===== config.mk =====
export PLATFORM = sky130hd
export DESIGN_NAME = area_downscale_line
export DESIGN_NICKNAME = d
export VERILOG_FILES = /design/src/rtl/ads_pkg.sv /design/src/rtl/ads_front.sv /design/src/rtl/ads_queue.sv /design/src/rtl/ads_back.sv /design/src/rtl/area_downscale_line.sv
export SDC_FILE = /design/constraint.sdc
export NUM_CORES = 1
export LEC_CHECK = 0
export ABC_AREA = 1
export BUFFER_PORTS_ARGS = -buffer_cell sky130_fd_sc_hd__buf_2
export CORE_MARGIN = 2
export CORE_UTILIZATION = 60
export CTS_CLUSTER_SIZE = 40
export DETAILED_ROUTE_END_ITERATION = 16
export GPL_TIMING_DRIVEN = 0
export PLACE_DENSITY = 0.77
export SLEW_MARGIN = 20
export SYNTH_ARGS = -nofsm -noshare
export SYNTH_HDL_FRONTEND = slang
export SYNTH_SLANG_ARGS = --single-unit

===== constraint.sdc =====
create_clock -name clk -period 8.9 [get_ports clk]
set_input_delay 1.335 -clock clk [delete_from_list [all_inputs] [get_ports clk]]
set_output_delay 1.335 -clock clk [all_outputs]
set_load 0.005 [all_outputs]

===== src/rtl/ads_pkg.sv =====
// Shared types and constants of the area-average line downscaler.
package ads_pkg;

  localparam int PIX_W      = 8;
  localparam int WGT_W      = 12;
  localparam int WIDTH_W    = 13;
  localparam int CNT_W      = 12;
  localparam int SUM_W      = 20;
  localparam int STEP_W     = $clog2(SUM_W);
  localparam int CFG_IDX_W  = 2;
  localparam int CFG_DATA_W = 13;

  localparam logic [CFG_IDX_W-1:0] CFG_WEIGHT_PER_SOURCE = 2'd0;
  localparam logic [CFG_IDX_W-1:0] CFG_WEIGHT_PER_OUTPUT = 2'd1;
  localparam logic [CFG_IDX_W-1:0] CFG_OUTPUT_WIDTH      = 2'd2;

  localparam logic [PIX_W-1:0]  PIX_MAX   = 8'hFF;
  localparam logic [STEP_W-1:0] STEP_LAST = STEP_W'(SUM_W - 1);

  typedef struct packed {
    logic [WGT_W-1:0]   weight_per_source;
    logic [WGT_W-1:0]   weight_per_output;
    logic [WIDTH_W-1:0] output_width;
  } ads_cfg_t;

  // One finished output waiting for its division.
  typedef struct packed {
    logic [SUM_W-1:0] sum;
    logic [WGT_W-1:0] den;
    logic             last;
  } ads_job_t;

  typedef enum logic [1:0] {
    BK_IDLE,
    BK_DIV,
    BK_FIN
  } ads_back_state_t;

endpackage


===== src/rtl/ads_front.sv =====
// Front end: takes source pixels, gathers weight units and emits finished sums.
module ads_front
  import ads_pkg::*;
#(
  parameter int MAX_WIDTH = 4096
) (
  input  logic             clk,
  input  logic             rst_n,
  input  ads_cfg_t         cfg,
  input  logic             in_valid,
  output logic             in_stall,
  input  logic [PIX_W-1:0] in_source_pixel,
  input  logic             q_full,
  output logic             push,
  output ads_job_t         push_job
);

  localparam int MW_W  = $clog2(MAX_WIDTH + 1);
  localparam int CMP_W = (MW_W > WIDTH_W) ? MW_W : WIDTH_W;

  logic [SUM_W-1:0] ws_r, ws_nxt;
  logic [WGT_W-1:0] ug_r, ug_nxt;
  logic [CNT_W-1:0] od_r, od_nxt;

  logic             accept;
  logic [WGT_W-1:0] den, num_nz, num, room;
  logic [SUM_W-1:0] prod_num, prod_part, prod_rest;
  logic [CMP_W-1:0] width_nz, width_eff, done_cnt;
  logic             fills, last;

  assign in_stall = q_full;
  assign accept   = in_valid && !q_full;

  always_comb begin
    den    = (cfg.weight_per_output == '0) ? WGT_W'(1) : cfg.weight_per_output;
    num_nz = (cfg.weight_per_source == '0) ? WGT_W'(1) : cfg.weight_per_source;
    num    = (num_nz > den) ? den : num_nz;
    room   = (ug_r < den) ? (den - ug_r) : '0;
    fills  = !(num < room);

    prod_num  = SUM_W'(in_source_pixel) * SUM_W'(num);
    prod_part = SUM_W'(in_source_pixel) * SUM_W'(room);
    // pix * (num - room), exact since num is at least room when it is used.
    prod_rest = prod_num - prod_part;

    width_nz  = (cfg.output_width == '0) ? CMP_W'(1) : CMP_W'(cfg.output_width);
    width_eff = (width_nz > CMP_W'(MAX_WIDTH)) ? CMP_W'(MAX_WIDTH) : width_nz;
    done_cnt  = CMP_W'(od_r) + CMP_W'(1);
    last      = (done_cnt >= width_eff);

    push          = accept && fills;
    push_job.sum  = ws_r + prod_part;
    push_job.den  = den;
    push_job.last = last;

    ws_nxt = ws_r;
    ug_nxt = ug_r;
    od_nxt = od_r;
    if (accept) begin
      if (!fills) begin
        ws_nxt = ws_r + prod_num;
        ug_nxt = ug_r + num;
      end else if (last) begin
        ws_nxt = '0;
        ug_nxt = '0;
        od_nxt = '0;
      end else begin
        ws_nxt = prod_rest;
        ug_nxt = num - room;
        od_nxt = od_r + CNT_W'(1);
      end
    end
  end

  always_ff @(posedge clk) begin
    if (!rst_n) begin
      ws_r <= '0;
      ug_r <= '0;
      od_r <= '0;
    end else begin
      ws_r <= ws_nxt;
      ug_r <= ug_nxt;
      od_r <= od_nxt;
    end
  end

endmodule


===== src/rtl/ads_queue.sv =====
// Short job queue between the front end and the divider.
module ads_queue
  import ads_pkg::*;
#(
  parameter int DEPTH = 4
) (
  input  logic     clk,
  input  logic     rst_n,
  input  logic     push,
  input  ads_job_t push_job,
  input  logic     pop,
  output ads_job_t head_job,
  output logic     empty,
  output logic     full
);

  localparam int PTR_W = $clog2(DEPTH);
  localparam int CNT_W = $clog2(DEPTH + 1);

  ads_job_t         mem_r [DEPTH];
  logic [PTR_W-1:0] wr_ptr_r, wr_ptr_nxt, rd_ptr_r, rd_ptr_nxt;
  logic [CNT_W-1:0] count_r, count_nxt;

  assign empty    = (count_r == '0);
  assign full     = (count_r == CNT_W'(DEPTH));
  assign head_job = mem_r[rd_ptr_r];

  always_comb begin
    wr_ptr_nxt = wr_ptr_r;
    rd_ptr_nxt = rd_ptr_r;
    count_nxt  = count_r;
    if (push) begin
      wr_ptr_nxt = (wr_ptr_r == PTR_W'(DEPTH - 1)) ? '0 : wr_ptr_r + PTR_W'(1);
    end
    if (pop) begin
      rd_ptr_nxt = (rd_ptr_r == PTR_W'(DEPTH - 1)) ? '0 : rd_ptr_r + PTR_W'(1);
    end
    if (push && !pop) begin
      count_nxt = count_r + CNT_W'(1);
    end else if (pop && !push) begin
      count_nxt = count_r - CNT_W'(1);
    end
  end

  always_ff @(posedge clk) begin
    if (!rst_n) begin
      wr_ptr_r <= '0;
      rd_ptr_r <= '0;
      count_r  <= '0;
    end else begin
      wr_ptr_r <= wr_ptr_nxt;
      rd_ptr_r <= rd_ptr_nxt;
      count_r  <= count_nxt;
    end
  end

  always_ff @(posedge clk) begin
    if (push) begin
      mem_r[wr_ptr_r] <= push_job;
    end
  end

  a_no_overflow: assert property (@(posedge clk) disable iff (!rst_n) push |-> !full)
    else $error("queue written while full");
  a_no_underflow: assert property (@(posedge clk) disable iff (!rst_n) pop |-> !empty)
    else $error("queue read while empty");
  a_count_bound: assert property (@(posedge clk) disable iff (!rst_n)
    count_r <= CNT_W'(DEPTH))
    else $error("queue count beyond depth");

endmodule


===== src/rtl/ads_back.sv =====
// Back end: restoring divider with round-half-even, saturation and output register.
module ads_back
  import ads_pkg::*;
(
  input  logic             clk,
  input  logic             rst_n,
  input  ads_job_t         head_job,
  input  logic             q_empty,
  output logic             pop,
  output logic             out_valid,
  input  logic             out_stall,
  output logic [PIX_W-1:0] out_output_pixel,
  output logic             out_last_of_line
);

  ads_back_state_t state_r, state_nxt;

  logic [SUM_W-1:0]  dq_r;
  logic [WGT_W-1:0]  rem_r, den_r;
  logic              last_r;
  logic [STEP_W-1:0] step_r;

  logic             out_valid_r;
  logic [PIX_W-1:0] out_pixel_r;
  logic             out_last_r;

  logic             out_free, out_load, div_step;
  logic [WGT_W:0]   rem_sh, rem_sub, twice_rem;
  logic             ge, inc;
  logic [SUM_W:0]   q_rnd;
  logic [PIX_W-1:0] pix_fin;

  assign out_free = !out_valid_r || !out_stall;

  always_comb begin
    state_nxt = state_r;
    case (state_r)
      BK_IDLE: begin
        if (!q_empty) state_nxt = BK_DIV;
      end
      BK_DIV: begin
        if (step_r == STEP_LAST) state_nxt = BK_FIN;
      end
      BK_FIN: begin
        if (out_free) state_nxt = BK_IDLE;
      end
      default: state_nxt = BK_IDLE;
    endcase
  end

  always_comb begin
    pop      = 1'b0;
    div_step = 1'b0;
    out_load = 1'b0;
    case (state_r)
      BK_IDLE: pop      = !q_empty;
      BK_DIV:  div_step = 1'b1;
      BK_FIN:  out_load = out_free;
      default: pop      = 1'b0;
    endcase
  end

  always_comb begin
    rem_sh    = {rem_r, dq_r[SUM_W-1]};
    rem_sub   = rem_sh - {1'b0, den_r};
    ge        = (rem_sh >= {1'b0, den_r});
    twice_rem = {rem_r, 1'b0};
    inc       = (twice_rem > {1'b0, den_r}) || ((twice_rem == {1'b0, den_r}) && dq_r[0]);
    q_rnd     = {1'b0, dq_r} + (SUM_W + 1)'(inc);
    pix_fin   = (q_rnd > (SUM_W + 1)'(PIX_MAX)) ? PIX_MAX : q_rnd[PIX_W-1:0];
  end

  always_ff @(posedge clk) begin
    if (!rst_n) begin
      state_r     <= BK_IDLE;
      out_valid_r <= 1'b0;
    end else begin
      state_r <= state_nxt;
      if (out_load) begin
        out_valid_r <= 1'b1;
      end else if (!out_stall) begin
        out_valid_r <= 1'b0;
      end
    end
  end

  always_ff @(posedge clk) begin
    if (pop) begin
      dq_r   <= head_job.sum;
      den_r  <= head_job.den;
      last_r <= head_job.last;
      rem_r  <= '0;
      step_r <= '0;
    end else if (div_step) begin
      rem_r  <= ge ? rem_sub[WGT_W-1:0] : rem_sh[WGT_W-1:0];
      dq_r   <= {dq_r[SUM_W-2:0], ge};
      step_r <= step_r + STEP_W'(1);
    end
    if (out_load) begin
      out_pixel_r <= pix_fin;
      out_last_r  <= last_r;
    end
  end

  assign out_valid        = out_valid_r;
  assign out_output_pixel = out_pixel_r;
  assign out_last_of_line = out_last_r;

  a_rem_below_den: assert property (@(posedge clk) disable iff (!rst_n)
    (state_r == BK_FIN) |-> (rem_r < den_r))
    else $error("divider remainder not below divisor");
  a_den_nonzero: assert property (@(posedge clk) disable iff (!rst_n)
    (state_r == BK_DIV) |-> (den_r != '0))
    else $error("division by zero in progress");
  a_result_from_fin: assert property (@(posedge clk) disable iff (!rst_n)
    $rose(out_valid_r) |-> ($past(state_r) == BK_FIN))
    else $error("result raised outside the finish step");

endmodule


===== src/rtl/area_downscale_line.sv =====
// Top level of the horizontal area-average line downscaler.
//
//   channel  direction  handshake           payload
//   in       input      in_valid/in_stall   in_source_pixel[7:0]
//   out      output     out_valid/out_stall out_output_pixel[7:0], out_last_of_line
//   cfg      input      cfg_we              cfg_index[1:0], cfg_data[12:0]
//
// A source pixel is taken every cycle while the job queue has room. For each
// output pixel the divider loads the job, runs 20 restoring steps, then rounds
// and registers the result, so that unit sets the sustained output rate. Reset
// is synchronous and active low; it clears the running sum, counters and queue
// and sets all three registers to 1. in_stall rises while the queue holds
// QUEUE_DEPTH jobs; out_stall holds the output register, and the divider waits
// in its finish step until it is free.
module area_downscale_line
  import ads_pkg::*;
#(
  parameter int MAX_WIDTH   = 4096,
  parameter int QUEUE_DEPTH = 4
) (
  input  logic                  clk,
  input  logic                  rst_n,
  input  logic                  cfg_we,
  input  logic [CFG_IDX_W-1:0]  cfg_index,
  input  logic [CFG_DATA_W-1:0] cfg_data,
  input  logic                  in_valid,
  output logic                  in_stall,
  input  logic [PIX_W-1:0]      in_source_pixel,
  output logic                  out_valid,
  input  logic                  out_stall,
  output logic [PIX_W-1:0]      out_output_pixel,
  output logic                  out_last_of_line
);

  // Configuration registers. A write never touches the running state, so a
  // change in the middle of a line takes effect with the next source pixel.
  ads_cfg_t cfg_r, cfg_nxt;

  always_comb begin
    cfg_nxt = cfg_r;
    if (cfg_we) begin
      case (cfg_index)
        CFG_WEIGHT_PER_SOURCE: cfg_nxt.weight_per_source = cfg_data[WGT_W-1:0];
        CFG_WEIGHT_PER_OUTPUT: cfg_nxt.weight_per_output = cfg_data[WGT_W-1:0];
        CFG_OUTPUT_WIDTH:      cfg_nxt.output_width      = cfg_data[WIDTH_W-1:0];
        default:               cfg_nxt = cfg_r;
      endcase
    end
  end

  always_ff @(posedge clk) begin
    if (!rst_n) begin
      cfg_r.weight_per_source <= WGT_W'(1);
      cfg_r.weight_per_output <= WGT_W'(1);
      cfg_r.output_width      <= WIDTH_W'(1);
    end else begin
      cfg_r <= cfg_nxt;
    end
  end

  // The front end finishes an output's weighted sum in the cycle its last
  // units arrive and hands the sum, divisor and end-of-line flag to the queue.
  logic     push, pop, q_empty, q_full;
  ads_job_t push_job, head_job;

  ads_front #(
    .MAX_WIDTH(MAX_WIDTH)
  ) u_front (
    .clk             (clk),
    .rst_n           (rst_n),
    .cfg             (cfg_r),
    .in_valid        (in_valid),
    .in_stall        (in_stall),
    .in_source_pixel (in_source_pixel),
    .q_full          (q_full),
    .push            (push),
    .push_job        (push_job)
  );

  ads_queue #(
    .DEPTH(QUEUE_DEPTH)
  ) u_queue (
    .clk      (clk),
    .rst_n    (rst_n),
    .push     (push),
    .push_job (push_job),
    .pop      (pop),
    .head_job (head_job),
    .empty    (q_empty),
    .full     (q_full)
  );

  // The back end divides one job at a time, rounds half to even, saturates
  // at full scale and presents the result on the output channel.
  ads_back u_back (
    .clk              (clk),
    .rst_n            (rst_n),
    .head_job         (head_job),
    .q_empty          (q_empty),
    .pop              (pop),
    .out_valid        (out_valid),
    .out_stall        (out_stall),
    .out_output_pixel (out_output_pixel),
    .out_last_of_line (out_last_of_line)
  );

endmodule

==> impl_summary.log, run 1 <==
INFO  metric timing.reg2reg.setup_slack = 0.37 ns
INFO  metric seq_area_frac_synth = 31.9%
INFO  metric chipHeight = 201 um
INFO  metric syn_area = 23300 um^2
INFO  metric cts-htree-levels = 1
INFO  metric reg2reg_from = cfg_r[23]$_SDFFE_PN0P_
INFO  metric grt_remaining_overflow = 0
INFO  metric cts_made_buffers = 31
INFO  metric grt_util_all_layers = 32.6%
INFO  metric critPathCapture = u_queue.mem_r[1][32]$_DFFE_PP_
INFO  metric postLayoutSetupSlackWorst = 0.374 ns
INFO  metric regToRegEndpoint = u_queue.mem_r[1][32]$_DFFE_PP_
INFO  metric firstDrtPassIters = 6
INFO  metric synth_fp_nets = 3249
INFO  metric final_net_count = 3331
INFO  metric timing_hold_violations_final = 0
INFO  metric register_area = 7430 um^2
INFO  metric layout_worst_path_cycle_share = 95.8%
INFO  metric count_of_flip_flops_with_a_built_in_enable_after_synthesis = 174
INFO  metric hpwl = 51.9 mm
INFO  metric worstPathMaxFanout = 10
INFO  metric synth.yosys.warnings = 0
INFO  metric netlist-cell-type-count = 63
INFO  metric ctsHoldBuffers = 0
INFO  metric synth.avg_cell_area = 8.10 um^2
INFO  metric initial_standard_cell_utilization_of_the_core = 60.5%
INFO  metric critPathRequiredTime = 9.22 ns
INFO  metric worst_pin_slew = 0.953 ns
INFO  metric timing.max_cap.violations = 0
INFO  metric dieArea = 40400 um^2
INFO  metric async_flop_share = 0%
INFO  metric routabilityCongestion = 0.995
INFO  metric syn-instance-count = 2873
INFO  metric postSynthRegisterBits = 284
INFO  metric postLayoutCoreUtil = 66.7%
INFO  metric final_instance_count_without_filler_cells = 3498
INFO  metric cp.arrival = 8.85 ns
INFO  metric clkSinkCount = 284
INFO  metric placementRows = 72
INFO  metric boundaryPins = 39
INFO  metric dr_total_vias = 20235
INFO  metric die_x = 201 um
INFO  metric drt_iter0_markers = 1922
INFO  metric worst-setup-path-type = flop to flop
INFO  metric drive_above_1_share = 8.93%
INFO  metric synth_flop_cell = edfxtp_1
INFO  metric fill_cells = 3280
INFO  metric tritoncts = done
INFO  metric wl_per_cell = 18.8 um
INFO  metric fin_setup_tns = 0 ns
INFO  metric design.core.area = 38500 um^2
INFO  metric cpMaxStageDelayCell = fa_1
INFO  metric timing.final.setup_violations = 0
INFO  metric worst_hold_path_type = flop to flop
INFO  metric num_antenna_cells = 0
INFO  metric critPathLaunchType = flop
INFO  metric largest_net_degree_at_the_start_of_global_routing = 25
INFO  metric max_freq = 117 MHz
INFO  metric via_count_of_the_first_global_routing_pass = 20204
INFO  metric final_antenna_net_count = 0
INFO  metric timing.critical_path.slowest_cell_delay = 0.55 ns
INFO  metric grt_setup_unrepaired = true
INFO  metric finalWorstPathRequiredPeriod = 8.53 ns
INFO  metric clkLatencyLatePin = 0.59 ns
INFO  metric drc = 0
INFO  metric clk_root_buffer_cell = clkbuf_16
INFO  metric route.detailed.vias_per_inst = 5.78
INFO  metric finalMaxSlewViolations = 0
INFO  metric buffer_depth_of_the_longest_clock_path = 3
INFO  metric reg2regPathDepth = 45
INFO  metric multi_input_comb_area = 14200 um^2
INFO  metric dpl.cell_count = 3430
INFO  metric routed_wl = 65.7 mm
INFO  metric clock-skew-final = 0.0418 ns
INFO  metric port_buffers = 35
INFO  metric grt_first_pass_wirelength = 105 mm
INFO  metric grt_antenna_before_repair = 0
INFO  metric max-slew-margin-rel = 36.4%
INFO  metric most_common_cell_on_crit_path = inv_1
INFO  metric flow.area_growth_from_synthesis = 10.3%
INFO  metric clkTransAtPathRegs = 0.06 ns
INFO  metric end_kind = flop
INFO  metric status = complete, no violations
INFO  metric setup.worst_path.start = cfg_r[23]$_SDFFE_PN0P_
INFO  metric place_ws = -1.12 ns
-- worst min path at each step --
stage / slack, ns / cells after the start / to / startpoint
3_3_place_gp: 0.41 / 0 / u_back.out_last_of_line$_DFFE_PP_ / u_back.last_r$_DFFE_PP_
4_1_cts: 0.42 / 0 / u_back.out_last_of_line$_DFFE_PP_ / u_back.last_r$_DFFE_PP_
3_5_place_dp: 0.41 / 0 / u_back.out_last_of_line$_DFFE_PP_ / u_back.last_r$_DFFE_PP_
5_1_grt: 0.44 / 0 / u_back.out_last_of_line$_DFFE_PP_ / u_back.last_r$_DFFE_PP_
6_report: 0.43 / 0 / u_back.out_last_of_line$_DFFE_PP_ / u_back.last_r$_DFFE_PP_
2_1_floorplan: 0.40 / 0 / u_back.out_last_of_line$_DFFE_PP_ / u_back.last_r$_DFFE_PP_
-- kinds of logic after synthesis --
kind of cell               synth area share (%)
adders and majority gates                  22.8
and+or+nand+nor                            19.5
AOI/OAI and AO/OA                          13.2
xor gates and xnor gates                   3.99
buffers and inverters                      8.57
DFF                                        31.9
-- cell type report --
| class | instances | area share, % |
|---|---|---|
| tap | 518 | 2.52 |
| timing repair buffer | 49 | 1.32 |
| sequential | 284 | 28.9 |
| buffer | 100 | 1.71 |
| inverter | 418 | 6.11 |
| clock buffer | 36 | 3.10 |
| multi-input combinational | 2071 | 55.5 |
| clock inverter | 22 | 0.790 |
-- cell usage in the layout (no fill, tap or decap), types with 16 or more instances in the layout --
cell type / count
edfxtp_1: 174
inv_1: 388
ha_1: 212
nor3_1: 18
xnor2_1: 33
fa_1: 127
clkbuf_1: 86
a21oi_1: 210
dfxtp_1: 107
buf_2: 42
o21ai_0: 222
o22ai_1: 27
nand2_1: 433
xor2_1: 68
a31oi_1: 32
nand4_1: 34
nand3_1: 108
buf_4: 16
or2_2: 24
nor2_1: 358
clkbuf_16: 31
inv_2: 26
-- sequential cells by signal (all words and copies together), names as in the netlist, 5 cells and up, named ones only --
signal                   cells
u_front.od_r                12
u_back.den_r                12
u_back.step_r                5
u_back.rem_r                12
u_back.out_output_pixel      8
u_queue.mem_r              132
u_back.dq_r                 20
u_front.ug_r                12
u_front.ws_r                20
cfg_r                       37
-- synth_stat cells (24+ instances only) --
master | n | area share [%]
ha_1 | 220 | 12
o21ai_0 | 231 | 5.0
inv_1 | 402 | 6.5
dfxtp_1 | 110 | 9.5
a21oi_1 | 215 | 4.6
fa_1 | 128 | 11
edfxtp_1 | 174 | 22
xor2_1 | 71 | 2.7
nor2_1 | 365 | 5.9
xnor2_1 | 35 | 1.3
clkbuf_1 | 83 | 1.3
or2_2 | 24 | 0.65
nand3_1 | 111 | 2.4
a31oi_1 | 34 | 0.91
o22ai_1 | 27 | 0.73
nand4_1 | 34 | 0.91
nand2_1 | 441 | 7.1
-- repair_timing --
| action | in CTS | in global routing |
|---|---|---|
| resized for setup | 35 | 66 |
| endpoints found under the setup margin | 13 | 31 |
| pin swaps | 5 | 19 |
| setup buffers | 2 | 8 |
-- layer usage --
metal | routed length [um] | part of all wire (%) | vias to the layer above | track usage (%)
met5 | 0 | 0 | - | 0
met4 | 2640 | 4.0 | 0 | 13.6
met3 | 4390 | 6.7 | 157 | 4.07
met2 | 32300 | 49 | 755 | 57.3
met1 | 26400 | 40 | 9653 | 40.5
li1 | - | - | 9670 | -
-- worst max-delay path, delay by kind of cell, from the launching register on --
family	cells	cell delay, ns
AO/OA/AOI/OAI	11	1.82
XOR/XNOR	2	0.42
adder cells (fa/ha/maj)	8	3.23
buffers and inverters	10	0.82
flip-flops	1	0.51
AND/OR/NAND/NOR	14	1.46
-- stage by stage --
stage | cell area (um^2) | hold slack (ns)
floorplan | 23300 | 0.400
global placement | 24100 | 0.408
detailed placement | 24200 | 0.409
CTS | 25400 | 0.423
global route | 25700 | 0.442
finish | 25700 | 0.427
Power of run 1 is not shown: default switching activity piles up to over one toggle a cycle in this logic, so the estimate is an artifact.
==> run 2, diff against run 1 <==
--- a/config.mk
+++ b/config.mk
@@ -8,11 +8,11 @@
 export ABC_AREA = 1
 export BUFFER_PORTS_ARGS = -buffer_cell sky130_fd_sc_hd__buf_2
 export CORE_MARGIN = 2
-export CORE_UTILIZATION = 60
+export CORE_UTILIZATION = 59
 export CTS_CLUSTER_SIZE = 40
 export DETAILED_ROUTE_END_ITERATION = 16
 export GPL_TIMING_DRIVEN = 0
-export PLACE_DENSITY = 0.77
+export PLACE_DENSITY = 0.78
 export SLEW_MARGIN = 20
 export SYNTH_ARGS = -nofsm -noshare
 export SYNTH_HDL_FRONTEND = slang
==> constraint.sdc (replaced) <==
create_clock -name clk -period 6.9 [get_ports clk]
set_input_delay 1.035 -clock clk [delete_from_list [all_inputs] [get_ports clk]]
set_output_delay 1.035 -clock clk [all_outputs]
set_load 0.005 [all_outputs]
==> run 2 against run 1 <==
  * Register-to-register slack worse by 1.7 ns
  * Fmax up 3.1%
  * The run now ends with negative setup slack left
  * First-iteration DRC count rose by 0.73%
  * Worst setup slack got worse by 1.7 ns
  * Critical path depth increased by 5
  * Flip-flop and latch count unchanged
  * Cell count is 4.4% higher
  * Via count rose by 6.2%
==> impl_summary.log, run 2 (synthesized netlist as in run 1, its figures left out) <==
INFO  metric status = finished, violations left
INFO  metric failing_checks = negative setup slack
INFO  metric die_x = 203 um (+0.83%)
INFO  metric clkTransAtPathRegs = 0.06 ns (about the same)
INFO  metric timing_hold_violations_final = 0 (unchanged)
INFO  metric postLayoutSetupSlackWorst = -1.37 ns (-1.75 ns)
INFO  metric drt_iter0_markers = 1936 (+0.73%)
INFO  metric cts_made_buffers = 31 (unchanged)
INFO  metric grt_util_all_layers = 33.8% (+1.2 points)
INFO  metric flow.area_growth_from_synthesis = 23.6%
INFO  metric tritoncts = done
INFO  metric max-slew-margin-rel = 35.2% (-1.2 points)
INFO  metric worst-setup-path-type = flop to flop
INFO  metric firstDrtPassIters = 7 (+1)
INFO  metric drive_above_1_share = 21.3% (+12 points)
INFO  metric worst_pin_slew = 0.971 ns (+0.0179 ns)
INFO  metric postLayoutCoreUtil = 74.1% (+7.3 points)
INFO  metric cts-htree-levels = 1 (unchanged)
INFO  metric clkSinkCount = 284 (unchanged)
INFO  metric dr_total_vias = 21482 (+6.2%)
INFO  metric boundaryPins = 39 (unchanged)
INFO  metric routed_wl = 71.7 mm (+9.2%)
INFO  metric timing.critical_path.slowest_cell_delay = 0.51 ns (-0.04 ns)
INFO  metric grt_remaining_overflow = 0 (unchanged)
INFO  metric port_buffers = 35 (unchanged)
INFO  metric critPathRequiredTime = 7.20 ns (-2.02 ns)
INFO  metric cpMaxStageDelayCell = fa_1
INFO  metric worstPathMaxFanout = 6 (-4)
INFO  metric num_antenna_cells = 0 (unchanged)
INFO  metric placementRows = 72 (unchanged)
INFO  metric fin_setup_tns = -55.16 ns (-55.16 ns)
INFO  metric timing.final.setup_violations = 65 (+65)
INFO  metric whs = 0.454 ns (+0.0274 ns)
INFO  metric via_count_of_the_first_global_routing_pass = 21328 (+5.6%)
INFO  metric critPathLaunchType = flop
INFO  metric clk_root_buffer_cell = clkbuf_16
INFO  metric final_net_count = 3484 (+4.6%)
INFO  metric wl_per_cell = 19.6 um (+4.6%)
INFO  metric initial_standard_cell_utilization_of_the_core = 59.9% (-0.56 points)
INFO  metric grt_setup_unrepaired = true
INFO  metric finalMaxSlewViolations = 0 (unchanged)
INFO  metric routabilityCongestion = 0.958 (-3.7%)
INFO  metric route.detailed.vias_per_inst = 5.88 (+1.7%)
INFO  metric worst_hold_path_type = flop to flop
INFO  metric design.core.area = 38800 um^2 (+0.94%)
INFO  metric cp.arrival = 8.57 ns (-0.28 ns)
INFO  metric timing.max_cap.violations = 0 (unchanged)
INFO  metric final_antenna_net_count = 0 (unchanged)
INFO  metric finalWorstPathRequiredPeriod = 8.27 ns (-0.253 ns)
INFO  metric regMostFlops = u_queue.mem_r
INFO  metric layout.cells.most_common = nand2_1
INFO  metric buffer_depth_of_the_longest_clock_path = 3 (unchanged)
INFO  metric fill_cells = 2718 (-17%)
INFO  metric chipHeight = 203 um (+0.83%)
INFO  metric hpwl = 51.0 mm (-1.8%)
INFO  metric dieArea = 41100 um^2 (+1.7%)
INFO  metric drc = 0 (unchanged)
INFO  metric largest_register_ff_count = 132 (unchanged)
INFO  metric clkLatencyLatePin = 0.57 ns (-0.02 ns)
INFO  metric grt_antenna_before_repair = 0 (unchanged)
INFO  metric mostFrequentLayoutCells = nand2_1, inv_1, nor2_1
INFO  metric top_regs = u_queue.mem_r (132), cfg_r (37)
INFO  metric end_kind = flop
INFO  metric largest_net_degree_at_the_start_of_global_routing = 25 (unchanged)
INFO  metric final_instance_count_without_filler_cells = 3651 (+4.4%)
INFO  metric clock-skew-final = 0.0200 ns (-0.0218 ns)
INFO  metric max_freq = 121 MHz (+3.1%)
INFO  metric dpl.cell_count = 3430 (unchanged)
INFO  metric layout_worst_path_cycle_share = 120% (+24 points)
INFO  metric ctsHoldBuffers = 0 (unchanged)
INFO  metric grt_first_pass_wirelength = 110 mm (+5.0%)
## run 2: final timing paths
| path | slack, ns | to | cells after the start | from |
|---|---|---|---|---|
| max | -1.37 | u_queue.mem_r[3][32]$_DFFE_PP_ | 50 | cfg_r[16]$_SDFFE_PN0P_ |
| min | 0.45 | u_back.out_last_of_line$_DFFE_PP_ | 0 | u_back.last_r$_DFFE_PP_ |
| max reg2reg | -1.37 | u_queue.mem_r[3][32]$_DFFE_PP_ | 50 | cfg_r[16]$_SDFFE_PN0P_ |
| min reg2reg | 0.45 | u_back.out_last_of_line$_DFFE_PP_ | 0 | u_back.last_r$_DFFE_PP_ |
## run 2: per-layer routing
layer	track usage, %	part of all wire [%]	up-vias
li1	-	-	9987
met1	41.4	38	10196
met2	57.3	48	1010
met3	5.52	8.3	289
met4	18.1	5.7	0
met5	0	0	-
## run 2: area by class of cell
class                   count  area, um^2  share of cell area (%)
repair buffers            202        1670                    5.79
clock buffers              37         808                    2.81
well taps                 518         648                    2.25
multi-input cells        2071       15900                    55.4
clock inverters            21         186                   0.648
plain buffers             100         475                    1.65
inverters                 418        1610                    5.60
flip-flops and latches    284        7440                    25.9
## run 2: worst max-delay path: cells and delay by family (launching register included)
kind / cells / cell delay, ns
adder cells (fa/ha/maj): 8 / 3.08
AND/OR/NAND/NOR: 17 / 1.71
XOR/XNOR: 2 / 0.38
AO/OA/AOI/OAI: 10 / 1.39
flip-flops: 1 / 0.36
buffers and inverters: 13 / 1.04
## run 2: stage by stage
stage | cell area (um^2) | setup WS (ns)
6_report | 28800 | -1.37
5_1_grt | 28800 | -1.69
4_1_cts | 27500 | -1.14
3_5_place_dp | 24500 | -2.62
3_3_place_gp | 24400 | -2.57
2_1_floorplan | 23500 | -0.513
## run 2: what timing repair did
item / 4_1_cts / 5_1_grt
resized for setup: 239 / 185
gates cloned: 1 / 0
hold endpoints to repair: 0 / 0
pin swaps: 104 / 143
setup endpoints to repair: 67 / 66
buffers inserted: 102 / 67
Power of run 2 is left out for the same reason.
